`src/hw/rtl/grmd_pkg.sv`:
```
// Shared types, constants and the sine table for the grid ray march distance unit.
`timescale 1ns / 1ps
package grmd_pkg;

   localparam int MARCH_STEPS_DEF = 512;
   localparam int GRID_SIZE_DEF   = 8;
   localparam int CELL_PIXELS_DEF = 64;

   localparam int FOV_HALF     = 64;
   localparam int ANGLE_W      = 9;
   localparam int COLUMN_W     = 7;
   localparam int DIST_W       = 10;
   localparam int HALF_W       = 15;
   localparam int MAP_W        = 64;
   localparam int POS_IN_W     = 9;
   localparam int TRIG_W       = 15;
   localparam int FRAC_W       = 14;
   localparam int CSR_ADDR_W   = 2;
   localparam int DIST_MAX     = 1023;
   localparam int HALF_SCALE   = 16384;

   localparam logic [MAP_W-1:0]    WALL_MAP_RST = '0;
   localparam logic [POS_IN_W-1:0] PLAYER_X_RST = 9'd270;
   localparam logic [POS_IN_W-1:0] PLAYER_Y_RST = 9'd275;
   localparam logic [ANGLE_W-1:0]  HEADING_RST  = 9'd128;

   localparam logic [63:0] ONE_Q30 = 64'd1 << 30;
   localparam logic [63:0] PI_Q30  = 64'd3373259426;

   typedef enum logic [CSR_ADDR_W-1:0] {
      CSR_WALL_MAP = 2'd0,
      CSR_PLAYER_X = 2'd1,
      CSR_PLAYER_Y = 2'd2,
      CSR_HEADING  = 2'd3
   } csr_index_type;

   typedef logic [TRIG_W-1:0] sine_lut_type [129];

   typedef struct packed {
      logic              neg;
      logic [TRIG_W-1:0] mag;
   } trig_type;

   typedef struct packed {
      logic load;
      logic step;
      logic sq_a;
      logic sq_b;
      logic root_step;
      logic div_init;
      logic div_step;
      logic publish;
   } cmd_type;

   typedef struct packed {
      logic hit;
      logic last_step;
      logic root_last;
      logic div_last;
      logic out_free;
   } status_type;

   function automatic logic [63:0] taylor_term(input logic [63:0] v, input int i);
      logic [63:0] r;
      case (i)
         0: r = v / 64'd156;
         1: r = v / 64'd110;
         2: r = v / 64'd72;
         3: r = v / 64'd42;
         4: r = v / 64'd20;
         default: r = v / 64'd6;
      endcase
      return r;
   endfunction

   function automatic sine_lut_type build_sine();
      sine_lut_type lut;
      logic [63:0] x;
      logic [63:0] x2;
      logic [63:0] t;
      for (int k = 0; k <= 128; k++) begin
         x  = (64'(k) * PI_Q30) >> 8;
         x2 = (x * x) >> 30;
         t  = ONE_Q30;
         for (int i = 0; i < 6; i++) begin
            t = ONE_Q30 - taylor_term((x2 * t) >> 30, i);
         end
         t = (x * t) >> 30;
         lut[k] = TRIG_W'((t + 64'd32768) >> 16);
      end
      return lut;
   endfunction

   localparam sine_lut_type SINE_LUT = build_sine();

   function automatic trig_type sine_lookup(input logic [ANGLE_W-1:0] a);
      trig_type r;
      logic [7:0] idx;
      if (a <= 9'd128) begin
         idx = a[7:0];
         r.neg = 1'b0;
      end else if (a <= 9'd256) begin
         idx = 8'(9'd256 - a);
         r.neg = 1'b0;
      end else if (a <= 9'd384) begin
         idx = 8'(a - 9'd256);
         r.neg = 1'b1;
      end else begin
         idx = 8'(10'd512 - 10'(a));
         r.neg = 1'b1;
      end
      r.mag = SINE_LUT[idx];
      return r;
   endfunction

endpackage

```
`src/hw/rtl/grmd_ctrl.sv`:
```
// Sequencer for march, square, root and divide phases of one ray.
`timescale 1ns / 1ps
module grmd_ctrl
   import grmd_pkg::*;
(
   input  logic       clock,
   input  logic       reset,
   input  logic       req_tvalid,
   output logic       req_tready,
   input  status_type status,
   output cmd_type    cmd
);

   typedef enum logic [7:0] {
      S_IDLE  = 8'b00000001,
      S_MARCH = 8'b00000010,
      S_SQA   = 8'b00000100,
      S_SQB   = 8'b00001000,
      S_ROOT  = 8'b00010000,
      S_DINIT = 8'b00100000,
      S_DIV   = 8'b01000000,
      S_FIN   = 8'b10000000
   } state_type;

   state_type state_ff, state_in;

   assign req_tready = (state_ff == S_IDLE);

   always_comb begin
      state_in = state_ff;
      cmd      = '0;
      case (state_ff)
         S_IDLE: begin
            if (req_tvalid) begin
               cmd.load = 1'b1;
               state_in = S_MARCH;
            end
         end
         S_MARCH: begin
            if (status.hit) begin
               state_in = S_SQA;
            end else if (status.last_step) begin
               state_in = S_FIN;
            end else begin
               cmd.step = 1'b1;
            end
         end
         S_SQA: begin
            cmd.sq_a = 1'b1;
            state_in = S_SQB;
         end
         S_SQB: begin
            cmd.sq_b = 1'b1;
            state_in = S_ROOT;
         end
         S_ROOT: begin
            cmd.root_step = 1'b1;
            if (status.root_last) state_in = S_DINIT;
         end
         S_DINIT: begin
            cmd.div_init = 1'b1;
            state_in = S_DIV;
         end
         S_DIV: begin
            cmd.div_step = 1'b1;
            if (status.div_last) state_in = S_FIN;
         end
         S_FIN: begin
            if (status.out_free) begin
               cmd.publish = 1'b1;
               state_in = S_IDLE;
            end
         end
         default: state_in = S_IDLE;
      endcase
   end

   always_ff @(posedge clock) begin
      if (reset) state_ff <= S_IDLE;
      else       state_ff <= state_in;
   end

`ifndef SYNTHESIS
   a_load_march: assert property (@(posedge clock) disable iff (reset)
      cmd.load |=> state_ff == S_MARCH)
      else $error("load did not start march");
   a_hit_square: assert property (@(posedge clock) disable iff (reset)
      (state_ff == S_MARCH && status.hit) |=> state_ff == S_SQA)
      else $error("hit did not start squaring");
   a_publish_idle: assert property (@(posedge clock) disable iff (reset)
      cmd.publish |-> status.out_free)
      else $error("publish into a full output stage");
`endif

endmodule

```
`src/hw/rtl/grmd_dp.sv`:
```
// Datapath: settings, ray march accumulators, wall test, root and divide units, output stage.
`timescale 1ns / 1ps
module grmd_dp
   import grmd_pkg::*;
#(
   parameter int MARCH_STEPS = MARCH_STEPS_DEF,
   parameter int GRID_SIZE   = GRID_SIZE_DEF,
   parameter int CELL_PIXELS = CELL_PIXELS_DEF
) (
   input  logic                  clock,
   input  logic                  reset,
   input  logic                  csr_we,
   input  logic [CSR_ADDR_W-1:0] csr_addr,
   input  logic [MAP_W-1:0]      csr_wdata,
   input  logic [COLUMN_W-1:0]   column,
   input  logic                  rsp_tready,
   output logic                  rsp_tvalid,
   output logic [COLUMN_W-1:0]   column_out,
   output logic [DIST_W-1:0]     distance,
   output logic [HALF_W-1:0]     half_height,
   output logic                  missed,
   input  cmd_type               cmd,
   output status_type            status
);

   localparam int N_W    = $clog2(MARCH_STEPS + 1);
   localparam int ACC_W  = TRIG_W + N_W;
   localparam int ADJ_W  = ACC_W - FRAC_W;
   localparam int POS_W  = ((ADJ_W > 12) ? ADJ_W : 12) + 2;
   localparam int SQ_W   = 2 * ADJ_W + 2;
   localparam int CELL_W = 3;
   localparam int IDX_W  = 6;
   localparam int CNT_W  = $clog2(HALF_W);

   logic [MAP_W-1:0]    wall_map_ff;
   logic [POS_IN_W-1:0] player_x_ff, player_y_ff;
   logic [ANGLE_W-1:0]  heading_ff;

   always_ff @(posedge clock) begin
      if (reset) begin
         wall_map_ff <= WALL_MAP_RST;
         player_x_ff <= PLAYER_X_RST;
         player_y_ff <= PLAYER_Y_RST;
         heading_ff  <= HEADING_RST;
      end else if (csr_we) begin
         case (csr_addr)
            CSR_WALL_MAP: wall_map_ff <= csr_wdata;
            CSR_PLAYER_X: player_x_ff <= csr_wdata[POS_IN_W-1:0];
            CSR_PLAYER_Y: player_y_ff <= csr_wdata[POS_IN_W-1:0];
            CSR_HEADING:  heading_ff  <= csr_wdata[ANGLE_W-1:0];
            default: ;
         endcase
      end
   end

   logic [COLUMN_W-1:0] column_ff;
   logic                c_neg_ff, s_neg_ff;
   logic [TRIG_W-1:0]   c_mag_ff, s_mag_ff;
   logic [ACC_W-1:0]    acc_c_ff, acc_s_ff;
   logic [N_W-1:0]      step_ff;
   logic [ANGLE_W-1:0]  angle;
   trig_type            sin_v, cos_v;

   assign angle = heading_ff - ANGLE_W'(FOV_HALF) + ANGLE_W'(column);
   assign sin_v = sine_lookup(angle);
   assign cos_v = sine_lookup(angle + ANGLE_W'(128));

   always_ff @(posedge clock) begin
      if (cmd.load) begin
         column_ff <= column;
         c_neg_ff  <= cos_v.neg;
         s_neg_ff  <= sin_v.neg;
         c_mag_ff  <= cos_v.mag;
         s_mag_ff  <= sin_v.mag;
         acc_c_ff  <= ACC_W'(cos_v.mag);
         acc_s_ff  <= ACC_W'(sin_v.mag);
         step_ff   <= N_W'(1);
      end else if (cmd.step) begin
         acc_c_ff <= acc_c_ff + ACC_W'(c_mag_ff);
         acc_s_ff <= acc_s_ff + ACC_W'(s_mag_ff);
         step_ff  <= step_ff + N_W'(1);
      end
   end

   logic [ADJ_W-1:0] adj_m, opp_m;
   logic [POS_W-1:0] pos_x, pos_y;
   logic [CELL_W-1:0] cx, cy;
   logic [IDX_W-1:0]  cell_idx;
   logic              outside;

   assign adj_m = acc_c_ff[ACC_W-1:FRAC_W];
   assign opp_m = acc_s_ff[ACC_W-1:FRAC_W];
   assign pos_x = c_neg_ff ? POS_W'(player_x_ff) + POS_W'(adj_m)
                           : POS_W'(player_x_ff) - POS_W'(adj_m);
   assign pos_y = s_neg_ff ? POS_W'(player_y_ff) + POS_W'(opp_m)
                           : POS_W'(player_y_ff) - POS_W'(opp_m);

   always_comb begin
      cx = '0;
      cy = '0;
      for (int k = 1; k < GRID_SIZE; k++) begin
         if (pos_x >= POS_W'(k * CELL_PIXELS)) cx = cx + CELL_W'(1);
         if (pos_y >= POS_W'(k * CELL_PIXELS)) cy = cy + CELL_W'(1);
      end
   end

   assign outside  = pos_x[POS_W-1] || pos_y[POS_W-1]
                  || pos_x >= POS_W'(GRID_SIZE * CELL_PIXELS)
                  || pos_y >= POS_W'(GRID_SIZE * CELL_PIXELS);
   assign cell_idx = IDX_W'(cy) * IDX_W'(GRID_SIZE) + IDX_W'(cx);

   assign status.hit       = outside || wall_map_ff[cell_idx];
   assign status.last_step = (step_ff == N_W'(MARCH_STEPS));

   logic [ADJ_W-1:0]   mul_op;
   logic [2*ADJ_W-1:0] prod;
   logic [SQ_W-1:0]    sq_ff;
   logic [SQ_W-1:0]    root_v_ff, root_r_ff, root_bit_ff, root_sum;

   assign mul_op = cmd.sq_a ? adj_m : opp_m;
   assign prod   = mul_op * mul_op;
   assign root_sum = root_r_ff + root_bit_ff;

   always_ff @(posedge clock) begin
      if (cmd.sq_a) sq_ff <= SQ_W'(prod);
      if (cmd.sq_b) begin
         root_v_ff   <= sq_ff + SQ_W'(prod);
         root_r_ff   <= '0;
         root_bit_ff <= SQ_W'(1) << (SQ_W - 2);
      end else if (cmd.root_step) begin
         if (root_v_ff >= root_sum) begin
            root_v_ff <= root_v_ff - root_sum;
            root_r_ff <= (root_r_ff >> 1) + root_bit_ff;
         end else begin
            root_r_ff <= root_r_ff >> 1;
         end
         root_bit_ff <= root_bit_ff >> 2;
      end
   end

   assign status.root_last = (root_bit_ff == SQ_W'(1));

   logic [DIST_W-1:0] dist_ff, dist_val, div_d_ff;
   logic [DIST_W-1:0] rem_ff;
   logic [DIST_W:0]   trial;
   logic [HALF_W-1:0] quo_ff;
   logic [CNT_W-1:0]  cnt_ff;
   logic              missed_ff;
   logic [HALF_W-1:0] dividend;

   assign dividend = HALF_W'(HALF_SCALE);
   assign dist_val = (root_r_ff > SQ_W'(DIST_MAX)) ? DIST_W'(DIST_MAX)
                                                   : root_r_ff[DIST_W-1:0];
   assign trial    = {rem_ff, dividend[cnt_ff]};

   always_ff @(posedge clock) begin
      if (cmd.load) begin
         missed_ff <= 1'b1;
      end else if (cmd.div_init) begin
         missed_ff <= 1'b0;
         dist_ff   <= dist_val;
         div_d_ff  <= (dist_val == '0) ? DIST_W'(1) : dist_val;
         rem_ff    <= '0;
         quo_ff    <= '0;
         cnt_ff    <= CNT_W'(HALF_W - 1);
      end else if (cmd.div_step) begin
         if (trial >= {1'b0, div_d_ff}) begin
            rem_ff         <= DIST_W'(trial - {1'b0, div_d_ff});
            quo_ff[cnt_ff] <= 1'b1;
         end else begin
            rem_ff <= trial[DIST_W-1:0];
         end
         cnt_ff <= cnt_ff - CNT_W'(1);
      end
   end

   assign status.div_last = (cnt_ff == '0);

   logic rsp_valid_ff;
   logic [COLUMN_W-1:0] out_col_ff;
   logic [DIST_W-1:0]   out_dist_ff;
   logic [HALF_W-1:0]   out_half_ff;
   logic                out_miss_ff;

   assign status.out_free = !rsp_valid_ff || rsp_tready;

   always_ff @(posedge clock) begin
      if (reset) begin
         rsp_valid_ff <= 1'b0;
      end else if (cmd.publish) begin
         rsp_valid_ff <= 1'b1;
      end else if (rsp_tready) begin
         rsp_valid_ff <= 1'b0;
      end
   end

   always_ff @(posedge clock) begin
      if (cmd.publish) begin
         out_col_ff  <= column_ff;
         out_dist_ff <= missed_ff ? '0 : dist_ff;
         out_half_ff <= missed_ff ? '0 : quo_ff;
         out_miss_ff <= missed_ff;
      end
   end

   assign rsp_tvalid  = rsp_valid_ff;
   assign column_out  = out_col_ff;
   assign distance    = out_dist_ff;
   assign half_height = out_half_ff;
   assign missed      = out_miss_ff;

endmodule

```
`src/hw/rtl/grid_ray_march_distance_unit.sv`:
```
// Top level of the grid ray march distance unit.
//  channel | dir | handshake           | payload
//  req     | in  | req_tvalid/tready   | tdata: column
//  rsp     | out | rsp_tvalid/tready   | tdata: column_out, distance, half_height; tuser: missed
//  csr     | in  | csr_we              | csr_addr, csr_wdata
// One ray marches up to MARCH_STEPS steps, one per cycle, and ends there on a miss; on a hit
// it then passes through the square, root and divide phases before its beat is published.
// Synchronous active-high reset restores the default settings and empties the output stage.
// A finished beat waits in the output register; the next ray is taken meanwhile.
`timescale 1ns / 1ps
module grid_ray_march_distance_unit
   import grmd_pkg::*;
#(
   parameter int MARCH_STEPS = MARCH_STEPS_DEF,
   parameter int GRID_SIZE   = GRID_SIZE_DEF,
   parameter int CELL_PIXELS = CELL_PIXELS_DEF
) (
   input  logic                  clock,
   input  logic                  reset,
   input  logic                  req_tvalid,
   output logic                  req_tready,
   input  logic [7:0]            req_tdata,  // column[6:0], zero pad
   output logic                  rsp_tvalid,
   input  logic                  rsp_tready,
   output logic [31:0]           rsp_tdata,  // column_out[6:0], distance[16:7], half_height[31:17]
   output logic                  rsp_tuser,  // missed
   input  logic                  csr_we,
   input  logic [CSR_ADDR_W-1:0] csr_addr,
   input  logic [MAP_W-1:0]      csr_wdata
);

   cmd_type    cmd;
   status_type status;
   logic [COLUMN_W-1:0] column_out;
   logic [DIST_W-1:0]   distance;
   logic [HALF_W-1:0]   half_height;

   grmd_ctrl u_ctrl (
      .clock      (clock),
      .reset      (reset),
      .req_tvalid (req_tvalid),
      .req_tready (req_tready),
      .status     (status),
      .cmd        (cmd)
   );

   grmd_dp #(
      .MARCH_STEPS (MARCH_STEPS),
      .GRID_SIZE   (GRID_SIZE),
      .CELL_PIXELS (CELL_PIXELS)
   ) u_dp (
      .clock       (clock),
      .reset       (reset),
      .csr_we      (csr_we),
      .csr_addr    (csr_addr),
      .csr_wdata   (csr_wdata),
      .column      (req_tdata[COLUMN_W-1:0]),
      .rsp_tready  (rsp_tready),
      .rsp_tvalid  (rsp_tvalid),
      .column_out  (column_out),
      .distance    (distance),
      .half_height (half_height),
      .missed      (rsp_tuser),
      .cmd         (cmd),
      .status      (status)
   );

   assign rsp_tdata = {half_height, distance, column_out};

`ifndef SYNTHESIS
   a_miss_zero: assert property (@(posedge clock) disable iff (reset)
      (rsp_tvalid && rsp_tuser) |-> (distance == '0 && half_height == '0))
      else $error("miss beat carries a distance");
   a_hit_height: assert property (@(posedge clock) disable iff (reset)
      (rsp_tvalid && !rsp_tuser) |-> half_height != '0)
      else $error("hit beat with zero height");
   a_busy_after_accept: assert property (@(posedge clock) disable iff (reset)
      (req_tvalid && req_tready) |=> !req_tready)
      else $error("second ray taken while marching");
`endif

endmodule
```
`config.mk`:
```
export PLATFORM = sky130hd
export DESIGN_NAME = grid_ray_march_distance_unit
export DESIGN_NICKNAME = d
export VERILOG_FILES = /design/src/hw/rtl/grmd_pkg.sv /design/src/hw/rtl/grmd_ctrl.sv /design/src/hw/rtl/grmd_dp.sv /design/src/hw/rtl/grid_ray_march_distance_unit.sv
export SDC_FILE = /design/constraint.sdc
export NUM_CORES = 1
export LEC_CHECK = 0
export ABC_CLOCK_PERIOD_IN_PS = 23100
export BUFFER_PORTS_ARGS = -buffer_cell sky130_fd_sc_hd__buf_2
export CORE_MARGIN = 5
export CORE_UTILIZATION = 60
export CTS_CLUSTER_SIZE = 14
export DETAILED_ROUTE_END_ITERATION = 8
export PLACE_DENSITY_LB_ADDON = 0.12
export SKIP_CTS_REPAIR_TIMING = 1
export SLEW_MARGIN = 20
export SYNTH_ARGS = -nofsm -noshare
export SYNTH_HDL_FRONTEND = slang
export SYNTH_SLANG_ARGS = --single-unit
```
`constraint.sdc`:
```
create_clock -name clock -period 23.1 [get_ports clock]
set_input_delay 1.155 -clock clock [delete_from_list [all_inputs] [get_ports clock]]
set_output_delay 1.155 -clock clock [all_outputs]
set_load 0.005 [all_outputs]
```
# After elaboration in Yosys (flattened, before gate mapping)

Memories as Yosys holds them, arrays and structs flattened. A register that Yosys moved wholly into a read port is not among the register bits.
Cells that the tools add are included.
Widths: inputs -> output; s select.

Register bits: 364
ROM bits: 7696
Word-level logic and storage cells: 217
Memories: 3

Memories:

| name             | words | width | read ports | clocked after Yosys merged registers in | write ports | line            | text |
|---|---|---|---|---|---|---|---|
| (name not given) | 256   | 15    | 1          | 0                                       | 0           | grmd_pkg.sv:112 | `r.mag = SINE_LUT[idx];` |
| (name not given) | 256   | 15    | 1          | 0                                       | 0           | grmd_pkg.sv:112 |  |
| (name not given) | 16    | 1     | 1          | 1                                       | 0           | grmd_dp.sv:154  | `assign trial = {rem_ff, dividend[cnt_ff]};` |

$add $sub $neg: 35
Multiply operators: 1
Magnitude comparators: 30
Equal/unequal tests: 18
Muxes and demuxes: 71
Bitwise operators: 4
Reductions and logical operators: 25

Operators with widths:

| kind                 | count |
|---|---|
| $mux 15              | 10 |
| $ge 14x9->1 const B  | 8 |
| $mux 24              | 4 |
| $mux 8               | 12 |
| $pmux 8 s8           | 1 |
| $ge 14x8->1 const B  | 4 |
| $add 25x15->25       | 2 |
| $le 9x9->1 const B   | 4 |
| $mux 3               | 12 |
| $sub 1x8->8 const A  | 4 |
| $add 3x1->3 const B  | 10 |
| $mux 10              | 3 |
| $ge 14x10->1 const B | 2 |
| $ge 14x7->1 const B  | 2 |
| $mux 14              | 2 |
| $add 23x23->24       | 1 |
| $add 24x23->24       | 1 |
| $add 9x11->12        | 2 |
| $ge 24x24->1         | 1 |
| $gt 24x10->1 const B | 1 |
| $sub 24x24->24       | 1 |
| $sub 9x11->12        | 2 |
| $add 22x22->23       | 1 |
| $mul 11x11->22       | 1 |
| other kinds (47)     | 93 |

# Longest topological paths before layout

Word-level depth: 24
Depth in mapped cells: 38
Mapped depth without buffers: 37

# Modules after synthesis

Synthesis repeated with hierarchy kept, for this count alone.

Cells, all modules: 3509
Area total of the unflattened synthesis: 30063.8 µm²

By module, submodules not included:

| module    | times used | cells each | area an instance (µm²) | sequential area each (µm²) |
|---|---|---|---|---|
| grmd_dp   | 1          | 3446       | 29507.0                | 9088.7 |
| grmd_ctrl | 1          | 63         | 556.8                  | 160.2 |

# Least setup slack after synthesis

No wires, ideal clock.

Kind: reg-to-reg
Start: register u_ctrl.state_ff[0]
End: register u_dp.root_v_ff[21] (data pin)
Library setup time: 0.169 ns
Data arrival time: 8.171 ns
Slack: 14.760 ns
Stages on the path, launching flop included: 37
Buffers on the path: 1
Clock period less this slack: 8.340 ns
Path through: dfxtp_1 or4_1 nor3_1 nand3b_1 clkbuf_1 a21oi_1 inv_1 nand2_1 inv_1 fa_1 fa_1 inv_1 fa_1 inv_1 fa_1 inv_1 fa_1 inv_1 ha_1 a21boi_0 o21ai_0 a21boi_0 o21ai_0 a21boi_0 o21ai_0 nor2b_1 xnor2_1 ha_1 and3_1 a31oi_1 o21a_1 nor2b_1 o21a_1 o21a_1 o21a_1 o21a_1 o31ai_1

Longest elaborated chain between the ends: 6
Elaborated cells between the ends (all ways): 8
Those cells by class: add/sub (1); mul (1); eq/ne (2); mux (4)

Ends and longest elaborated chain:

| item                     | line            | text |
|---|---|---|
| start: declaration       | grmd_ctrl.sv:25 | `state_type state_ff, state_in;` |
| start signal: assignment | grmd_ctrl.sv:80 | `else state_ff <= state_in;` |
| $eq 8x3->1               | grmd_ctrl.sv:32 | `case (state_ff)` |
| $mux 1                   | grmd_ctrl.sv:32 |  |
| $mux 11                  | grmd_dp.sv:120  | `assign mul_op = cmd.sq_a ? adj_m : opp_m;` |
| $mul 11x11->22           | grmd_dp.sv:121  | `assign prod = mul_op * mul_op;` |
| net u_dp.prod[15]        | grmd_dp.sv:116  | `logic [2*ADJ_W-1:0] prod;` |
| $add 22x22->23           | grmd_dp.sv:127  | `root_v_ff <= sq_ff + SQ_W'(prod);` |
| $mux 24                  | grmd_dp.sv:126  | `if (cmd.sq_b) begin` |
| end signal: assignment   | grmd_dp.sv:127  |  |
| end signal: assignment   | grmd_dp.sv:132  | `root_v_ff <= root_v_ff - root_sum;` |
| end: declaration         | grmd_dp.sv:118  | `logic [SQ_W-1:0] root_v_ff, root_r_ff, root_bit_ff, root_sum;` |

The timed path passes the listed nets, and every way through them passes these cells.
A chain may end at the register's enable or synchronous reset.

# Worst setup path after layout

Ends and elaborated chain as after synthesis.

==> summary.txt <==
CP top delay family - compound AO/OA/AOI/OAI gates
Full die area - 53,200 sq um
Post-synthesis mux area share - 0.0280
Post-synthesis simple-gate area fraction - 0.182
VDD IR-drop max - 0.000102 V
Most frequent cells in the layout - 474 x nand2_1, 312 x a21oi_1, 300 x nor2_1, 272 x ha_1, 236 x inv_1
Final WS setup - 13,670 ps
WP depth - 36
GPL Wtd Cong - 0.992
Crit path DAT - 9810 ps
Startpoint Class - register
Rows - 80
FF+latch count, synth - 364
Required @ worst endpoint - 23,480 ps
WP buf/inv - 7
Worst-path clk slew - 60 ps
1st-pass router iterations - 6
Reg2Reg Depth - 36
Hold crit path type - reg -> reg
Synth Area in Adders - 0.166
Xor/xnor share of the synthesized area - 0.0543
Post-route cell area - 31,700 sq um
DR WL/cell - 18.7 um
Clock Skew - 20.5 ps
Post-Syn Area - 29,200 sq um
Yosys warns - 0
Switching pwr - 1.26 mW
Minimum clock period - 9430 ps
Post-detail-place hpwl - 54,900 um
Root buffer cell - clkbuf_16
Final wirelength - 76,900 um
Starting DRT DRC Count - 2,369
Core Footprint - 47,900 sq um
Final Hold Fails - 0
Port bufs - 112
EDFF count, synth - 196
Io pins - 114
Critical path's slowest cell - a21oi_1
Post-synthesis compound-gate area fraction - 0.199
Synth-to-Final Area Change - 8.33%
Num CTS Buffers - 41
Vias - 25,500
Top post-synthesis cells by area - edfxtp_1 20%, ha_1 12%, dfxtp_1 12%, nand2_1 6.1%, a21oi_1 5.3%
Clk buf depth - 3
TritonCTS clock tree - yes
Antenna violations before repair - 0
Post-synth ARST share - 0
Final antenna diode count - 0
Avg Synthesized Cell Area - 8.49 sq um
GR Util All Layers - 0.281
Clock sink total - 364
Layout cells sized above 1 - 0.0898
Critical path fanouts, max - 25
Synth area leader - edfxtp_1
Synth cell types - 94
Chip Height - 231 um
Power Density - 95.9 nW/um^2
Final Cycle Share - 0.408
Routed Antenna Nets - 0
Max transition margin - 0.208
Commonest non-fill, non-tap cell in the layout - nand2_1
Post-synth top flop - edfxtp_1
Critical Setup Path Class - reg -> reg
Hold_sp - u_dp.column_ff[6]$_DFFE_PP_
Clock power frac - 0.218
RSZ-0062 raised after global routing - no
# DRC - 0
Pleak - 13.2 nW
Synth Instances - 3,442
Worst r2r dst - u_dp.root_v_ff[21]$_DFFE_PP_
Max Cap Violations - 0
Most frequent CP cell - inv_1
Slew @ Worst Pin - 1180 ps
Syn Nets - 3,866
Worst r2r src - u_ctrl.state_ff[0]$_SDFFE_PP1P_
Crit end category - register
Placed inst area - 30,300 sq um
CP max stage delay - 600 ps
Initial Util - 0.610
Tot Pwr - 3.04 mW
Status - finished, final reports clean
Routed vias/inst - 6.19
Cell internal pwr - 1.78 mW
Setup_tns - 0 ps
First-pass GRT wire length - 126,000 um
Slew Viols, Final - 0
Largest net degree at the start of global routing - 98
Clk_lat worst skew - 570 ps
Place WS - 13,710 ps
Critical path origin - u_ctrl.state_ff[0]$_SDFFE_PP1P_
Number of global-route vias before repair - 25,100
Seq pwr share - 0.281
Hold slack - 422 ps
Congestion Overflow GR - 0
FF-to-FF setup slack - 13,670 ps
Switching Fraction - 0.414
Die W - 231 um
Sequential element share of the synthesized area - 0.316
Max Clock Freq - 0.106 GHz
Fin nets - 3,889
Synth top area share - 0.201
End of the critical path - u_dp.root_v_ff[21]$_DFFE_PP_
H-tree depth - 2
Largest family of logic cells by synthesized area - compound AO/OA/AOI/OAI gates
Combinational share of power - 0.501
Final setup fails - 0
==> power by group through the flow <==
stage          Combinational (mW)  Clock, mW  Sequential (mW)
6_report                     1.52      0.661            0.855
5_1_grt                      1.67      0.697            0.863
4_1_cts                      1.50      0.671            0.855
3_5_place_dp                 1.48          0            0.868
3_3_place_gp                 1.45          0            0.862
2_1_floorplan                1.14          0            0.852
==> Yosys cell counts, types with 16 or more instances <==
cell type,n
clkbuf_1,133
o21ai_0,187
nand3b_1,18
a211oi_1,37
edfxtp_1,196
a21oi_1,312
nand3_1,50
o22ai_1,18
a21boi_0,20
xor2_1,61
a221oi_1,17
nor3_1,79
buf_2,17
nor2b_1,67
buf_1,19
nor4_1,18
a21o_1,58
fa_1,73
a31oi_1,45
nand4_1,18
a31o_2,16
nand2_1,475
dfxtp_1,168
nor2_1,301
inv_1,238
or2_2,29
ha_1,272
xnor2_1,112
and3_1,17
o211ai_1,31
nand2b_1,37
o31ai_1,22
mux2i_1,30
==> layout make-up <==
| type | count | area, sq um |
|---|---|---|
| Tap cell | 615 | 769 |
| Timing Repair Buffer | 151 | 873 |
| Fill cell | 3927 | 16300 |
| Inverter | 243 | 912 |
| Clock buffer | 64 | 1280 |
| Multi-Input combinational cell | 2664 | 18500 |
| Clock inverter | 11 | 91.3 |
| Sequential cell | 364 | 9250 |
==> per-stage QoR <==
| step | utilization | cells |
|---|---|---|
| CTS | 0.660 | 4111 |
| detailed placement | 0.631 | 4036 |
| floorplan | - | 3442 |
| finish | 0.660 | 4112 |
| global route | 0.660 | 4112 |
| global placement | 0.631 | 4036 |
==> worst min path at each step <==
stage | cells after the start | to | slack, ps
after floorplan | 0 | u_dp.column_out[0]$_DFFE_PP_ | 400
after global placement | 0 | u_dp.column_out[5]$_DFFE_PP_ | 400
after detailed placement | 0 | u_dp.column_out[1]$_DFFE_PP_ | 410
after CTS | 0 | u_dp.column_out[6]$_DFFE_PP_ | 430
after global routing | 0 | u_dp.column_out[6]$_DFFE_PP_ | 440
final | 0 | u_dp.column_out[6]$_DFFE_PP_ | 420
==> sequential cells by signal (all words and copies together) (netlist names), 7 cells and up <==
name              count
u_dp.root_r_ff       24
u_dp.heading_ff       9
u_dp.column_ff        7
u_dp.step_ff         10
u_dp.column_out       7
u_dp.rem_ff          10
u_dp.distance        10
u_dp.s_mag_ff        15
u_dp.dist_ff         10
u_dp.acc_s_ff        25
u_dp.root_bit_ff     12
u_dp.player_y_ff      9
u_dp.sq_ff           21
u_dp.root_v_ff       24
u_ctrl.state_ff       8
u_dp.quo_ff          15
u_dp.wall_map_ff     64
u_dp.half_height     15
u_dp.c_mag_ff        15
u_dp.player_x_ff      9
u_dp.acc_c_ff        25
u_dp.div_d_ff        10
==> logic make-up (layout without fill, tap and decap cells) <==
group | after synthesis | in the layout
and+or+nand+nor | 1168 | 1168
AOI/OAI and AO/OA | 918 | 918
buffers and inverters | 414 | 469
DFF | 364 | 364
adders and majority gates | 345 | 345
xor gates and xnor gates | 177 | 177
muxes | 56 | 56
==> metal layers <==
metal / wire [um] / global-route usage / vias up
li1: - / - / 12300
met1: 32100 / 0.368 / 12000
met2: 36300 / 0.473 / 1033
met3: 5300 / 0.0362 / 222
met4: 3280 / 0.118 / 0
met5: 0 / 0 / -
No activity file was read; power rests on OpenSTA's default activity.
